[src/sv/aas_pkg.sv]
`timescale 1ns / 1ps
`default_nettype none

package aas_pkg;

    typedef enum logic [1:0] {
        OP_UPDATE = 2'd0,
        OP_ACK    = 2'd1,
        OP_CLEAR  = 2'd2,
        OP_TAKE   = 2'd3
    } t_opcode;

    typedef enum logic [1:0] {
        KIND_NONE   = 2'd0,
        KIND_FALL   = 2'd1,
        KIND_HEAT   = 2'd2,
        KIND_MOTION = 2'd3
    } t_kind;

    typedef enum logic [2:0] {
        CFG_DEBOUNCE       = 3'd0,
        CFG_URGENT_ON      = 3'd1,
        CFG_URGENT_GAP     = 3'd2,
        CFG_URGENT_LAST_ON = 3'd3,
        CFG_URGENT_PAUSE   = 3'd4,
        CFG_CALM_ON        = 3'd5,
        CFG_CALM_GAP       = 3'd6,
        CFG_CALM_PAUSE     = 3'd7
    } t_cfg_idx;

    localparam int unsigned CFG_COUNT = 8;
    localparam int unsigned CFG_W     = 16;
    localparam int unsigned TIME_W    = 32;
    localparam int unsigned STEP_W    = 3;

    typedef logic [CFG_W-1:0]  t_cfg_word;
    typedef logic [TIME_W-1:0] t_time;
    typedef logic [STEP_W-1:0] t_step;

    // Power-on register values, in milliseconds.
    localparam t_cfg_word DEBOUNCE_RST       = 16'd50;
    localparam t_cfg_word URGENT_ON_RST      = 16'd120;
    localparam t_cfg_word URGENT_GAP_RST     = 16'd80;
    localparam t_cfg_word URGENT_LAST_ON_RST = 16'd180;
    localparam t_cfg_word URGENT_PAUSE_RST   = 16'd450;
    localparam t_cfg_word CALM_ON_RST        = 16'd120;
    localparam t_cfg_word CALM_GAP_RST       = 16'd350;
    localparam t_cfg_word CALM_PAUSE_RST     = 16'd1000;

    // Final step of each cadence before it wraps to step zero.
    localparam t_step URGENT_LAST_STEP = 3'd5;
    localparam t_step CALM_LAST_STEP   = 3'd3;

endpackage

`default_nettype wire

[src/sv/alarm_annunciator_sequencer_top.sv]
`timescale 1ns / 1ps
`default_nettype none

// Channel   Direction  Handshake                  Payload
// -------   ---------  -------------------------  ------------------------------------------
// in        sink       i_in_valid / o_in_stall    opcode, time_ms, fall/motion/heat, button
// out       source     o_out_valid / i_out_stall  buzzer, active_kind, acked_kind, pulse
// cfg       sink       i_cfg_wr_en                i_cfg_index, i_cfg_data (no stall)
//
// Every request produces exactly one result. A request is captured in an input
// register, processed combinationally against the alarm state, and its result lands
// in an output register, so one request per cycle is sustained while the output is not
// stalled. The result is presented once the request moves from the input register into
// the output register, which a stalled output can hold off. The state update for a request
// happens in the same cycle as its result register loads, so the next request always
// sees the state it depends on. Reset is synchronous and active low; it restores the
// register defaults and clears all alarm, debounce and edge-detect state. A stalled
// output holds its result and, once the input register is also full, the input stalls.

module alarm_annunciator_sequencer_top (
    input  wire logic        i_clk,
    input  wire logic        i_rst_n,

    input  wire logic        i_in_valid,
    output logic             o_in_stall,
    input  wire logic [1:0]  i_opcode,
    input  wire logic [31:0] i_time_ms,
    input  wire logic        i_fall_level,
    input  wire logic        i_motion_level,
    input  wire logic        i_heat_level,
    input  wire logic        i_button_raw,

    output logic             o_out_valid,
    input  wire logic        i_out_stall,
    output logic             o_buzzer,
    output logic [1:0]       o_active_kind,
    output logic [1:0]       o_acked_kind,
    output logic             o_light_hold_pulse,

    input  wire logic        i_cfg_wr_en,
    input  wire logic [2:0]  i_cfg_index,
    input  wire logic [15:0] i_cfg_data
);

    // Configuration registers, each read at its own fixed index.
    aas_pkg::t_cfg_word r_cfg [aas_pkg::CFG_COUNT];

    // Input register.
    logic                r_in_valid;
    logic [1:0]          r_in_opcode;
    aas_pkg::t_time      r_in_time;
    logic                r_in_fall;
    logic                r_in_motion;
    logic                r_in_heat;
    logic                r_in_raw;

    // Output register.
    logic                r_out_valid;
    logic                r_out_buzzer;
    aas_pkg::t_kind      r_out_active;
    aas_pkg::t_kind      r_out_acked;
    logic                r_out_pulse;

    // Alarm state.
    aas_pkg::t_kind      r_kind,         n_kind;
    aas_pkg::t_kind      r_acked,        n_acked;
    logic                r_btn_stable,   n_btn_stable;
    logic                r_btn_last,     n_btn_last;
    aas_pkg::t_time      r_btn_change,   n_btn_change;
    aas_pkg::t_step      r_step,         n_step;
    aas_pkg::t_time      r_elapsed,      n_elapsed;
    aas_pkg::t_time      r_prev_time,    n_prev_time;
    logic                r_prev_fall,    n_prev_fall;
    logic                r_prev_motion,  n_prev_motion;
    logic                r_prev_heat,    n_prev_heat;
    logic                r_levels_seen,  n_levels_seen;
    logic                r_fall_lock,    n_fall_lock;
    logic                r_buzzer,       n_buzzer;

    // Result of the request in the input register.
    aas_pkg::t_kind      res_acked;
    logic                res_pulse;

    logic                advance;

    // The processing stage moves whenever the output register is free or being drained.
    assign advance     = r_in_valid && (!r_out_valid || !i_out_stall);
    assign o_in_stall  = r_in_valid && !advance;
    assign o_out_valid = r_out_valid;

    assign o_buzzer           = r_out_buzzer;
    assign o_active_kind      = r_out_active;
    assign o_acked_kind       = r_out_acked;
    assign o_light_hold_pulse = r_out_pulse;

    always_comb begin
        aas_pkg::t_time delta;
        aas_pkg::t_time change_time;
        aas_pkg::t_time new_elapsed;
        aas_pkg::t_time dur;
        aas_pkg::t_step s;
        aas_pkg::t_step last;
        logic           pf;
        logic           pm;
        logic           ph;
        logic           press;
        logic           on;
        logic           fall_rise;
        logic           motion_rise;
        logic           heat_rise;

        n_kind        = r_kind;
        n_acked       = r_acked;
        n_btn_stable  = r_btn_stable;
        n_btn_last    = r_btn_last;
        n_btn_change  = r_btn_change;
        n_step        = r_step;
        n_elapsed     = r_elapsed;
        n_prev_time   = r_prev_time;
        n_prev_fall   = r_prev_fall;
        n_prev_motion = r_prev_motion;
        n_prev_heat   = r_prev_heat;
        n_levels_seen = r_levels_seen;
        n_fall_lock   = r_fall_lock;
        n_buzzer      = r_buzzer;
        res_pulse     = 1'b0;
        res_acked     = r_acked;

        delta       = '0;
        change_time = r_btn_change;
        new_elapsed = '0;
        dur         = '0;
        s           = '0;
        last        = '0;
        pf          = 1'b0;
        pm          = 1'b0;
        ph          = 1'b0;
        press       = 1'b0;
        on          = 1'b0;
        fall_rise   = 1'b0;
        motion_rise = 1'b0;
        heat_rise   = 1'b0;

        unique case (aas_pkg::t_opcode'(r_in_opcode))
            aas_pkg::OP_UPDATE: begin
                // A stored time of zero means no time seen yet: elapsed counts as zero.
                delta       = (r_prev_time == '0) ? '0 : (r_in_time - r_prev_time);
                n_prev_time = r_in_time;

                // The first update takes its own levels as the previous ones.
                pf = r_levels_seen ? r_prev_fall   : r_in_fall;
                pm = r_levels_seen ? r_prev_motion : r_in_motion;
                ph = r_levels_seen ? r_prev_heat   : r_in_heat;
                n_levels_seen = 1'b1;

                if (!r_in_fall) begin
                    n_fall_lock = 1'b0;
                end

                // Button debounce.
                if (r_in_raw != r_btn_last) begin
                    n_btn_last   = r_in_raw;
                    change_time  = r_in_time;
                    n_btn_change = r_in_time;
                end
                if (((r_in_time - change_time) >=
                        {{(aas_pkg::TIME_W-aas_pkg::CFG_W){1'b0}}, r_cfg[aas_pkg::CFG_DEBOUNCE]})
                        && (r_btn_stable != r_in_raw)) begin
                    n_btn_stable = r_in_raw;
                    press        = r_in_raw;
                end

                // A debounced press acknowledges the running alarm.
                if (press && (r_kind != aas_pkg::KIND_NONE)) begin
                    n_acked = r_kind;
                    if (r_kind == aas_pkg::KIND_FALL) begin
                        n_fall_lock = 1'b1;
                    end
                    n_kind    = aas_pkg::KIND_NONE;
                    n_step    = '0;
                    n_elapsed = '0;
                    n_buzzer  = 1'b0;
                end

                fall_rise   = r_in_fall   & ~pf;
                motion_rise = r_in_motion & ~pm;
                heat_rise   = r_in_heat   & ~ph;
                n_prev_fall   = r_in_fall;
                n_prev_motion = r_in_motion;
                n_prev_heat   = r_in_heat;

                // Fall preempts anything; a locked fall edge falls through to the others.
                priority if (fall_rise && !n_fall_lock) begin
                    if (n_kind != aas_pkg::KIND_FALL) begin
                        n_kind    = aas_pkg::KIND_FALL;
                        n_step    = '0;
                        n_elapsed = '0;
                    end
                end else if (heat_rise) begin
                    if (n_kind == aas_pkg::KIND_NONE) begin
                        n_kind    = aas_pkg::KIND_HEAT;
                        n_step    = '0;
                        n_elapsed = '0;
                    end
                end else if (motion_rise) begin
                    if (n_kind == aas_pkg::KIND_NONE) begin
                        n_kind    = aas_pkg::KIND_MOTION;
                        n_step    = '0;
                        n_elapsed = '0;
                        res_pulse = 1'b1;
                    end
                end else begin
                    n_kind = n_kind;
                end

                // Cadence step table; unused step codes act as the final step.
                if (n_kind == aas_pkg::KIND_FALL) begin
                    last = aas_pkg::URGENT_LAST_STEP;
                    s    = (n_step > aas_pkg::URGENT_LAST_STEP) ? aas_pkg::URGENT_LAST_STEP
                                                                 : n_step;
                    unique case (s)
                        3'd0, 3'd2: begin
                            dur = {16'd0, r_cfg[aas_pkg::CFG_URGENT_ON]};
                            on  = 1'b1;
                        end
                        3'd1, 3'd3: begin
                            dur = {16'd0, r_cfg[aas_pkg::CFG_URGENT_GAP]};
                            on  = 1'b0;
                        end
                        3'd4: begin
                            dur = {16'd0, r_cfg[aas_pkg::CFG_URGENT_LAST_ON]};
                            on  = 1'b1;
                        end
                        default: begin
                            dur = {16'd0, r_cfg[aas_pkg::CFG_URGENT_PAUSE]};
                            on  = 1'b0;
                        end
                    endcase
                end else begin
                    last = aas_pkg::CALM_LAST_STEP;
                    s    = (n_step > aas_pkg::CALM_LAST_STEP) ? aas_pkg::CALM_LAST_STEP
                                                               : n_step;
                    unique case (s)
                        3'd0, 3'd2: begin
                            dur = {16'd0, r_cfg[aas_pkg::CFG_CALM_ON]};
                            on  = 1'b1;
                        end
                        3'd1: begin
                            dur = {16'd0, r_cfg[aas_pkg::CFG_CALM_GAP]};
                            on  = 1'b0;
                        end
                        default: begin
                            dur = {16'd0, r_cfg[aas_pkg::CFG_CALM_PAUSE]};
                            on  = 1'b0;
                        end
                    endcase
                end
                new_elapsed = n_elapsed + delta;

                if (((n_kind == aas_pkg::KIND_FALL) && !r_in_fall)
                        || ((n_kind == aas_pkg::KIND_HEAT) && !r_in_heat)) begin
                    // Fall and temperature alarms end when their level drops.
                    n_kind    = aas_pkg::KIND_NONE;
                    n_step    = '0;
                    n_elapsed = '0;
                    n_buzzer  = 1'b0;
                end else if (n_kind == aas_pkg::KIND_NONE) begin
                    n_buzzer = 1'b0;
                end else begin
                    n_buzzer = on;
                    if (new_elapsed >= dur) begin
                        n_elapsed = '0;
                        n_step    = (s >= last) ? '0 : (s + 3'd1);
                    end else begin
                        n_elapsed = new_elapsed;
                        n_step    = s;
                    end
                end
                res_acked = n_acked;
            end
            aas_pkg::OP_ACK: begin
                if (r_kind != aas_pkg::KIND_NONE) begin
                    n_acked = r_kind;
                    if (r_kind == aas_pkg::KIND_FALL) begin
                        n_fall_lock = 1'b1;
                    end
                    n_kind    = aas_pkg::KIND_NONE;
                    n_step    = '0;
                    n_elapsed = '0;
                    n_buzzer  = 1'b0;
                end
                res_acked = n_acked;
            end
            aas_pkg::OP_CLEAR: begin
                n_kind      = aas_pkg::KIND_NONE;
                n_step      = '0;
                n_elapsed   = '0;
                n_buzzer    = 1'b0;
                n_acked     = aas_pkg::KIND_NONE;
                n_fall_lock = 1'b0;
                res_acked   = aas_pkg::KIND_NONE;
            end
            aas_pkg::OP_TAKE: begin
                // The result reports the latched type before it is cleared.
                res_acked = r_acked;
                n_acked   = aas_pkg::KIND_NONE;
            end
            default: begin
                res_acked = r_acked;
            end
        endcase
    end

    // Configuration registers.
    always_ff @(posedge i_clk) begin
        if (!i_rst_n) begin
            r_cfg[aas_pkg::CFG_DEBOUNCE]       <= aas_pkg::DEBOUNCE_RST;
            r_cfg[aas_pkg::CFG_URGENT_ON]      <= aas_pkg::URGENT_ON_RST;
            r_cfg[aas_pkg::CFG_URGENT_GAP]     <= aas_pkg::URGENT_GAP_RST;
            r_cfg[aas_pkg::CFG_URGENT_LAST_ON] <= aas_pkg::URGENT_LAST_ON_RST;
            r_cfg[aas_pkg::CFG_URGENT_PAUSE]   <= aas_pkg::URGENT_PAUSE_RST;
            r_cfg[aas_pkg::CFG_CALM_ON]        <= aas_pkg::CALM_ON_RST;
            r_cfg[aas_pkg::CFG_CALM_GAP]       <= aas_pkg::CALM_GAP_RST;
            r_cfg[aas_pkg::CFG_CALM_PAUSE]     <= aas_pkg::CALM_PAUSE_RST;
        end else if (i_cfg_wr_en) begin
            r_cfg[i_cfg_index] <= i_cfg_data;
        end
    end

    // Input register: refills whenever it is empty or its request moves on.
    always_ff @(posedge i_clk) begin
        if (!i_rst_n) begin
            r_in_valid <= 1'b0;
        end else if (!r_in_valid || advance) begin
            r_in_valid <= i_in_valid;
        end
    end

    always_ff @(posedge i_clk) begin
        if (i_in_valid && !o_in_stall) begin
            r_in_opcode <= i_opcode;
            r_in_time   <= i_time_ms;
            r_in_fall   <= i_fall_level;
            r_in_motion <= i_motion_level;
            r_in_heat   <= i_heat_level;
            r_in_raw    <= i_button_raw;
        end
    end

    // Output register.
    always_ff @(posedge i_clk) begin
        if (!i_rst_n) begin
            r_out_valid <= 1'b0;
        end else if (advance) begin
            r_out_valid <= 1'b1;
        end else if (!i_out_stall) begin
            r_out_valid <= 1'b0;
        end
    end

    always_ff @(posedge i_clk) begin
        if (advance) begin
            r_out_buzzer <= n_buzzer;
            r_out_active <= n_kind;
            r_out_acked  <= res_acked;
            r_out_pulse  <= res_pulse;
        end
    end

    // Alarm state commits together with the result of the request that changed it.
    always_ff @(posedge i_clk) begin
        if (!i_rst_n) begin
            r_kind        <= aas_pkg::KIND_NONE;
            r_acked       <= aas_pkg::KIND_NONE;
            r_btn_stable  <= 1'b0;
            r_btn_last    <= 1'b0;
            r_btn_change  <= '0;
            r_step        <= '0;
            r_elapsed     <= '0;
            r_prev_time   <= '0;
            r_prev_fall   <= 1'b0;
            r_prev_motion <= 1'b0;
            r_prev_heat   <= 1'b0;
            r_levels_seen <= 1'b0;
            r_fall_lock   <= 1'b0;
            r_buzzer      <= 1'b0;
        end else if (advance) begin
            r_kind        <= n_kind;
            r_acked       <= n_acked;
            r_btn_stable  <= n_btn_stable;
            r_btn_last    <= n_btn_last;
            r_btn_change  <= n_btn_change;
            r_step        <= n_step;
            r_elapsed     <= n_elapsed;
            r_prev_time   <= n_prev_time;
            r_prev_fall   <= n_prev_fall;
            r_prev_motion <= n_prev_motion;
            r_prev_heat   <= n_prev_heat;
            r_levels_seen <= n_levels_seen;
            r_fall_lock   <= n_fall_lock;
            r_buzzer      <= n_buzzer;
        end
    end

endmodule

`default_nettype wire

[config.mk]
export PLATFORM = sky130hd
export DESIGN_NAME = alarm_annunciator_sequencer_top
export DESIGN_NICKNAME = d
export VERILOG_FILES = /design/src/sv/aas_pkg.sv /design/src/sv/alarm_annunciator_sequencer_top.sv
export SDC_FILE = /design/constraint.sdc
export NUM_CORES = 1
export LEC_CHECK = 0
export BUFFER_PORTS_ARGS = -buffer_cell sky130_fd_sc_hd__clkbuf_2
export CAP_MARGIN = 20
export CORE_ASPECT_RATIO = 1.2
export CORE_MARGIN = 4
export CORE_UTILIZATION = 30
export CTS_BUF_LIST = sky130_fd_sc_hd__clkbuf_16
export DETAILED_ROUTE_END_ITERATION = 6
export PLACE_DENSITY_LB_ADDON = 0.08
export SYNTH_ARGS = -nofsm -noshare
export SYNTH_HDL_FRONTEND = slang
export SYNTH_SLANG_ARGS = --single-unit
[constraint.sdc]
create_clock -name i_clk -period 22.7 [get_ports i_clk]
set_input_delay 4.54 -clock i_clk [delete_from_list [all_inputs] [get_ports i_clk]]
set_output_delay 4.54 -clock i_clk [all_outputs]
set_load 0.05 [all_outputs]
; ---- Word-level counts from Yosys, hierarchy flattened
; Memories as Yosys holds them, arrays and structs flattened.
; Index checks and enable logic that the tools add are counted.
; W data, S select, Z words.
[word_totals]
memories = 1
ff_bits = 157
ramBits = 128
[classes]
mux = 83
reduce_logical = 39
bitwise_logic = 8
eq_ne = 18
magnitude_cmp = 5
add_sub_neg = 4
[mem_list]
columns = name, depth, width, read_ports, rd_ports_with_merged_regs, write_ports, line_no
row1 = r_cfg, 8, 16, 8, 0, 8, alarm_annunciator_sequencer_top.sv:46  ; aas_pkg::t_cfg_word r_cfg [aas_pkg::CFG_COUNT];
[ops]
columns = operator, count
row1 = $mux W32, 16
row2 = $pmux W32 S3, 1
row3 = $sub A32 B32 Y32, 2
row4 = $mux W3, 19
row5 = $pmux W16 S3, 1
row6 = $add A32 B32 Y32, 1
row7 = $ge A32 B16 Y1, 1
row8 = $ge A32 B32 Y1, 1
row9 = $logic_not A32 Y1, 1
row10 = $pmux W16 S2, 1
row11 = $mux W2, 13
row12 = $mux W1, 25
row13 = $mux W16, 1
row14 = $reduce_or A16 Y1, 1
row15 = $pmux W2 S3, 2
row16 = $eq A3 B2 Y1 const B, 3
row17 = $pmux W3 S3, 1
row18 = $reduce_and A3 Y1, 3
row19 = $logic_and A1 B1 Y1, 8
row20 = $logic_not A1 Y1, 8
row21 = $pmux W2 S4, 1
row22 = $reduce_or A2 Y1, 4
row23 = $eq A2 B1 Y1 const B, 3
row24 = $eq A2 B2 Y1 const B, 3
row25 = other kinds (21), 37

; ---- Depth between registers and ports, before layout
[logic_depth]
depth_word = 29
depth_mapped = 54
depth_no_buf = 47

; ---- Least setup slack after synthesis
; OpenSTA, ideal clock, no wires.
[synth_path]
kind = register to register
startpoint = register r_in_raw
endpoint = register r_elapsed[15]
arrival_time_ns = 10.905
n_path_buf = 7
setup_slack_ns = 11.737
required_time_ns = 22.641
setup_time_ns = 0.059
path_stages_with_launch = 51
synth_period_minus_slack_ns = 10.963
cell_sequence = edfxtp_1 -> xnor2_1 -> buf_2 -> clkbuf_1 -> buf_1 -> o21ai_0 -> ha_1 -> inv_1 -> ha_1 -> o22ai_2 -> a211oi_2 -> o21ai_1 -> a2111o_1 -> nand2_1 -> xor2_1 -> ha_1 -> nand4_1 -> nor3_1 -> [15 not listed] -> a21oi_1 -> o211ai_1 -> o221ai_1 -> o21a_1 -> o21bai_1 -> xor2_1 -> ha_1 -> a211oi_1 -> o2111ai_1 -> nor4_1 -> o21ai_0 -> nor4_1 -> nand4_1 -> nor4_1 -> mux2i_1 -> a2111oi_4 -> buf_6 -> a22o_1
[synth_via]
elab_chain_len = 29
[synth_lines]
columns = element, line_no
row1 = "start, declared", alarm_annunciator_sequencer_top.sv:55  ; logic r_in_raw;
row2 = "start signal, assigned", alarm_annunciator_sequencer_top.sv:346  ; r_in_raw <= i_button_raw;
row3 = $ne A1 B1 Y1, alarm_annunciator_sequencer_top.sv:161  ; if (r_in_raw != r_btn_last) begin
row4 = $mux W32, n/a
row5 = $mux W32, alarm_annunciator_sequencer_top.sv:144  ; unique case (aas_pkg::t_opcode'(r_in_opcode))
row6 = $sub A32 B32 Y32, alarm_annunciator_sequencer_top.sv:166  ; if (((r_in_time - change_time) >=
row7 = $ge A32 B16 Y1, alarm_annunciator_sequencer_top.sv:166
row8 = $logic_and A1 B1 Y1, alarm_annunciator_sequencer_top.sv:168  ; && (r_btn_stable != r_in_raw)) begin
row9 = $mux W1 *, alarm_annunciator_sequencer_top.sv:166
row10 = $mux W1 *, alarm_annunciator_sequencer_top.sv:144
row11 = [13 not listed], n/a
row12 = $pmux W16 S3 or $pmux W16 S2 (tied branches), "alarm_annunciator_sequencer_top.sv:221, alarm_annunciator_sequencer_top.sv:243"
row13 = $mux W32, alarm_annunciator_sequencer_top.sv:217  ; if (n_kind == aas_pkg::KIND_FALL) begin
row14 = $mux W32, alarm_annunciator_sequencer_top.sv:144
row15 = $ge A32 B32 Y1, alarm_annunciator_sequencer_top.sv:271  ; if (new_elapsed >= dur) begin
row16 = $mux W32, alarm_annunciator_sequencer_top.sv:271
row17 = $mux W32, alarm_annunciator_sequencer_top.sv:267  ; end else if (n_kind == aas_pkg::KIND_NONE) begin
row18 = $mux W32 *, alarm_annunciator_sequencer_top.sv:260  ; if (((n_kind == aas_pkg::KIND_FALL) && !r_in_fall)
row19 = $pmux W32 S3 *, alarm_annunciator_sequencer_top.sv:144
row20 = "end signal, assigned", alarm_annunciator_sequencer_top.sv:394  ; r_elapsed <= n_elapsed;
row21 = "end, declared", alarm_annunciator_sequencer_top.sv:71  ; aas_pkg::t_time r_elapsed, n_elapsed;
; Mark *: on every way between the ends. The rest lies on a longest branch, timed or not. The select of a mux whose other input is x is not followed.
; A chain may end at the register's enable or synchronous reset.

; ---- Worst setup path after layout
[layout_path]
startpoint = register r_in_raw
endpoint = register r_elapsed[12]
; Same word-level chain as after synthesis.

==> results.toml <==
[run_status]
status = "finished clean"

[cts]
clk_pin_slew_ns = 0.06
clockBufferDepth = 3
holdBufCountCts = 0
cts_tree = "built"
clk_latency_ns = 0.58
cts_made_buffers = 37
clock-sinks = 285
h-tree-depth = 2
cts-root-buf = "clkbuf_16"
postCtsSetupRepairBufs = 0
post_cts_resized = 0

[die]
io-pin-count = 70
die_h_um = 281
placeableCoreArea_mm2 = 0.0612
die_area_mm2 = 0.0661
dieWidth_um = 235
start_util_pct = 30.4
fp-row-count = 99

[global_routing]
grt_max_degree = 86
gr-usage-met1_pct = 22.2
use_met2_pct = 32.1
grt_usage_pct = 17.9
grt_pass1_wl_um = 93000
grt.met3_usage_pct = 2.44
grt_remaining_overflow = 0
grt_pass1_vias = 15300
busiest_layer = "met2"
antenna_found_initial = 2

[sta]
period_minus_slack_ns = 12.88
period_share_pct = 56.7
final_hold_viol_count = 0
worst_pin_slew_ns = 1.06
slew-limit-headroom_pct = 28.4
finalClockSkew_ns = 0.0295
grt_setup_unrepaired = "false"
drv_slew = 0
fmax_mhz = 77.7
setup_violations = 0
setup_tns_ns = 0

[setup_path]
cp_max_fo = 69
cp_num_buf_inv = 3
slowest_delay_ns = 0.93
cp_top_family = "compound AO/OA/AOI/OAI gates"
path_depth = 43
r2r_cells = 43
arrival_ns = 13.37
r2r-start = "r_in_raw$_DFFE_PP_"
worstSetupPathType = "reg -> reg"
crit_top_cell = "ha_1"
r2r-end = "r_elapsed[12]$_SDFFE_PN0P_"
timing.reg2reg.setup_slack_ns = 9.82
critical_path.endpoint = "r_elapsed[12]$_SDFFE_PN0P_"
cp-end-kind = "flop"
cp-startpoint = "r_in_raw$_DFFE_PP_"
critPathLaunchType = "flop"
crit_required_ns = 23.19
critPathSlowestCell = "a2111oi_4"

[synthesis]
netlist_area_mm2 = 0.0186
synthTopCellsByArea = "edfxtp_1 (28%), dfxtp_1 (12%), ha_1 (8.1%), and2_1 (5.1%), nand2_1 (4.0%)"
synth_top_cell_by_area = "edfxtp_1"
synth_cell_type_count = 86
syn_inst = 2045
synth_ff_type = "edfxtp_1"
synth_edf_count = 172
synth.net_count = 2229
synthArstFlopShare_pct = 0
synth_warnings = 0
synth-seq-cells = 285
yosys.area.top_type_share_pct = 27.7
ys_seq_area_share_pct = 39.9
syn_area_per_cell_um2 = 9.11

[detailed_routing]
drt_iter0_markers = 860
drc = 0
wl_per_cell_um = 21.0
antenna_left = 0
first_pass_iters = 7
vias_per_cell = 5.28
wl_um = 61300
vias = 15400

[place]
gp_congestion = 0.872
port_buffers = 69
dpl.hpwl_um = 45500

[finish]
drive_above_1_share_pct = 8.64
areaGrowthSynthToFinish_pct = 12.9
final_common_cell = "nand2_1"
layout.nets = 2261
mostFrequentLayoutCells = "nand2_1 (200), nor2_1 (172), edfxtp_1 (172)"

[power_and_ir_drop]
pwr-share-seq_pct = 39.9
leakage_nw = 8.32
cellInternalPower_mw = 1.02
clock_power_share_pct = 39.8
power-per-cell-area_mw_per_mm2 = 70.1
vdd_drop_max_v = 0.0000484
p_sw_share_pct = 30.9
power.total_mw = 1.47
p_switching_uw = 456
combPwrFrac_pct = 20.3

[run]
drv_cap = 0

[min_path]
worstHoldPathType = "reg -> reg"
-- power by group through the flow --
stage | logic [mW] | clock network [mW] | registers [mW]
2_1_floorplan | 0.207 | 0 | 0.592
3_3_place_gp | 0.301 | 0 | 0.599
3_5_place_dp | 0.300 | 0 | 0.599
4_1_cts | 0.302 | 0.609 | 0.588
5_1_grt | 0.334 | 0.627 | 0.590
6_report | 0.299 | 0.586 | 0.588
-- flip-flops by register name, summed over array words and instances, names as in the netlist, 2 cells and up --
| register | flops |
|---|---|
| r_acked | 2 |
| o_acked_kind | 2 |
| r_elapsed | 32 |
| r_btn_change | 32 |
| r_step | 3 |
| r_prev_time | 32 |
| o_active_kind | 2 |
| r_cfg | 128 |
| r_in_time | 32 |
| r_in_opcode | 2 |
| r_kind | 2 |
-- layer usage --
layer,vias to the layer above,part of all wire [%]
met3,96,3.9
met5,-,0
met4,0,3.4
met2,362,49
met1,7408,43
li1,7534,-
-- area by class of cell --
| cell class | count | area (µm²) |
|---|---|---|
| diodes | 1 | 2.50 |
| clock buffers | 37 | 926 |
| clock inverters | 31 | 284 |
| fillers | 6350 | 40200 |
| inverters | 116 | 435 |
| multi-input cells | 1543 | 10400 |
| flip-flops and latches | 285 | 7430 |
| well taps | 808 | 1010 |
| repair buffers | 94 | 537 |
-- cells in the mapped netlist (all sizes together) (18+ instances only) --
master  number
nor3        32
nor2       173
a21oi       88
nand3       28
dfxtp      113
edfxtp     172
nand2b      38
ha         120
xnor2       38
nand2      200
and2       151
buf         18
nand4       18
clkbuf      83
o21a        28
a31oi       32
nor4        22
or3         38
a22o        20
a211oi      24
nor2b       31
o211a       21
a21boi      54
a21o        32
xor2        31
o221ai      26
inv        116
o21ai       76
mux2i       32
-- worst min path at each step --
stage                                from                         end  depth (start not counted)
6_report       r_elapsed[16]$_SDFFE_PN0P_  r_elapsed[16]$_SDFFE_PN0P_                          1
5_1_grt        r_elapsed[27]$_SDFFE_PN0P_  r_elapsed[27]$_SDFFE_PN0P_                          1
4_1_cts        r_elapsed[25]$_SDFFE_PN0P_  r_elapsed[25]$_SDFFE_PN0P_                          1
3_5_place_dp   r_elapsed[28]$_SDFFE_PN0P_  r_elapsed[28]$_SDFFE_PN0P_                          1
3_3_place_gp   r_elapsed[30]$_SDFFE_PN0P_  r_elapsed[30]$_SDFFE_PN0P_                          1
2_1_floorplan  r_elapsed[16]$_SDFFE_PN0P_  r_elapsed[16]$_SDFFE_PN0P_                          1
-- stage by stage --
step | worst slack (ns) | std cells | hold slack [ns] | util, % | instance area, µm²
3_3_place_gp | 10.23 | 2845 | 0.436 | 32.4 | 19800
6_report | 9.82 | 2915 | 0.452 | 34.4 | 21000
2_1_floorplan | 11.74 | 2045 | 0.421 | - | 18600
3_5_place_dp | 9.89 | 2845 | 0.436 | 32.4 | 19800
4_1_cts | 9.85 | 2913 | 0.454 | 34.3 | 21000
5_1_grt | 8.54 | 2914 | 0.466 | 34.4 | 21000
-- cell families (layout without fill, tap and decap cells) --
group	after synthesis	count (layout)	share of synthesized area, %
AO/OA/AOI/OAI	547	547	21.5
XOR/XNOR	69	69	3.29
adder cells (fa/ha/maj)	125	125	8.44
buffers and inverters	217	278	4.46
flip-flops	285	285	39.9
multiplexers	34	34	1.84
other	0	1	0
AND/OR/NAND/NOR	768	768	20.6
No activity file was read; power rests on OpenSTA's default activity.
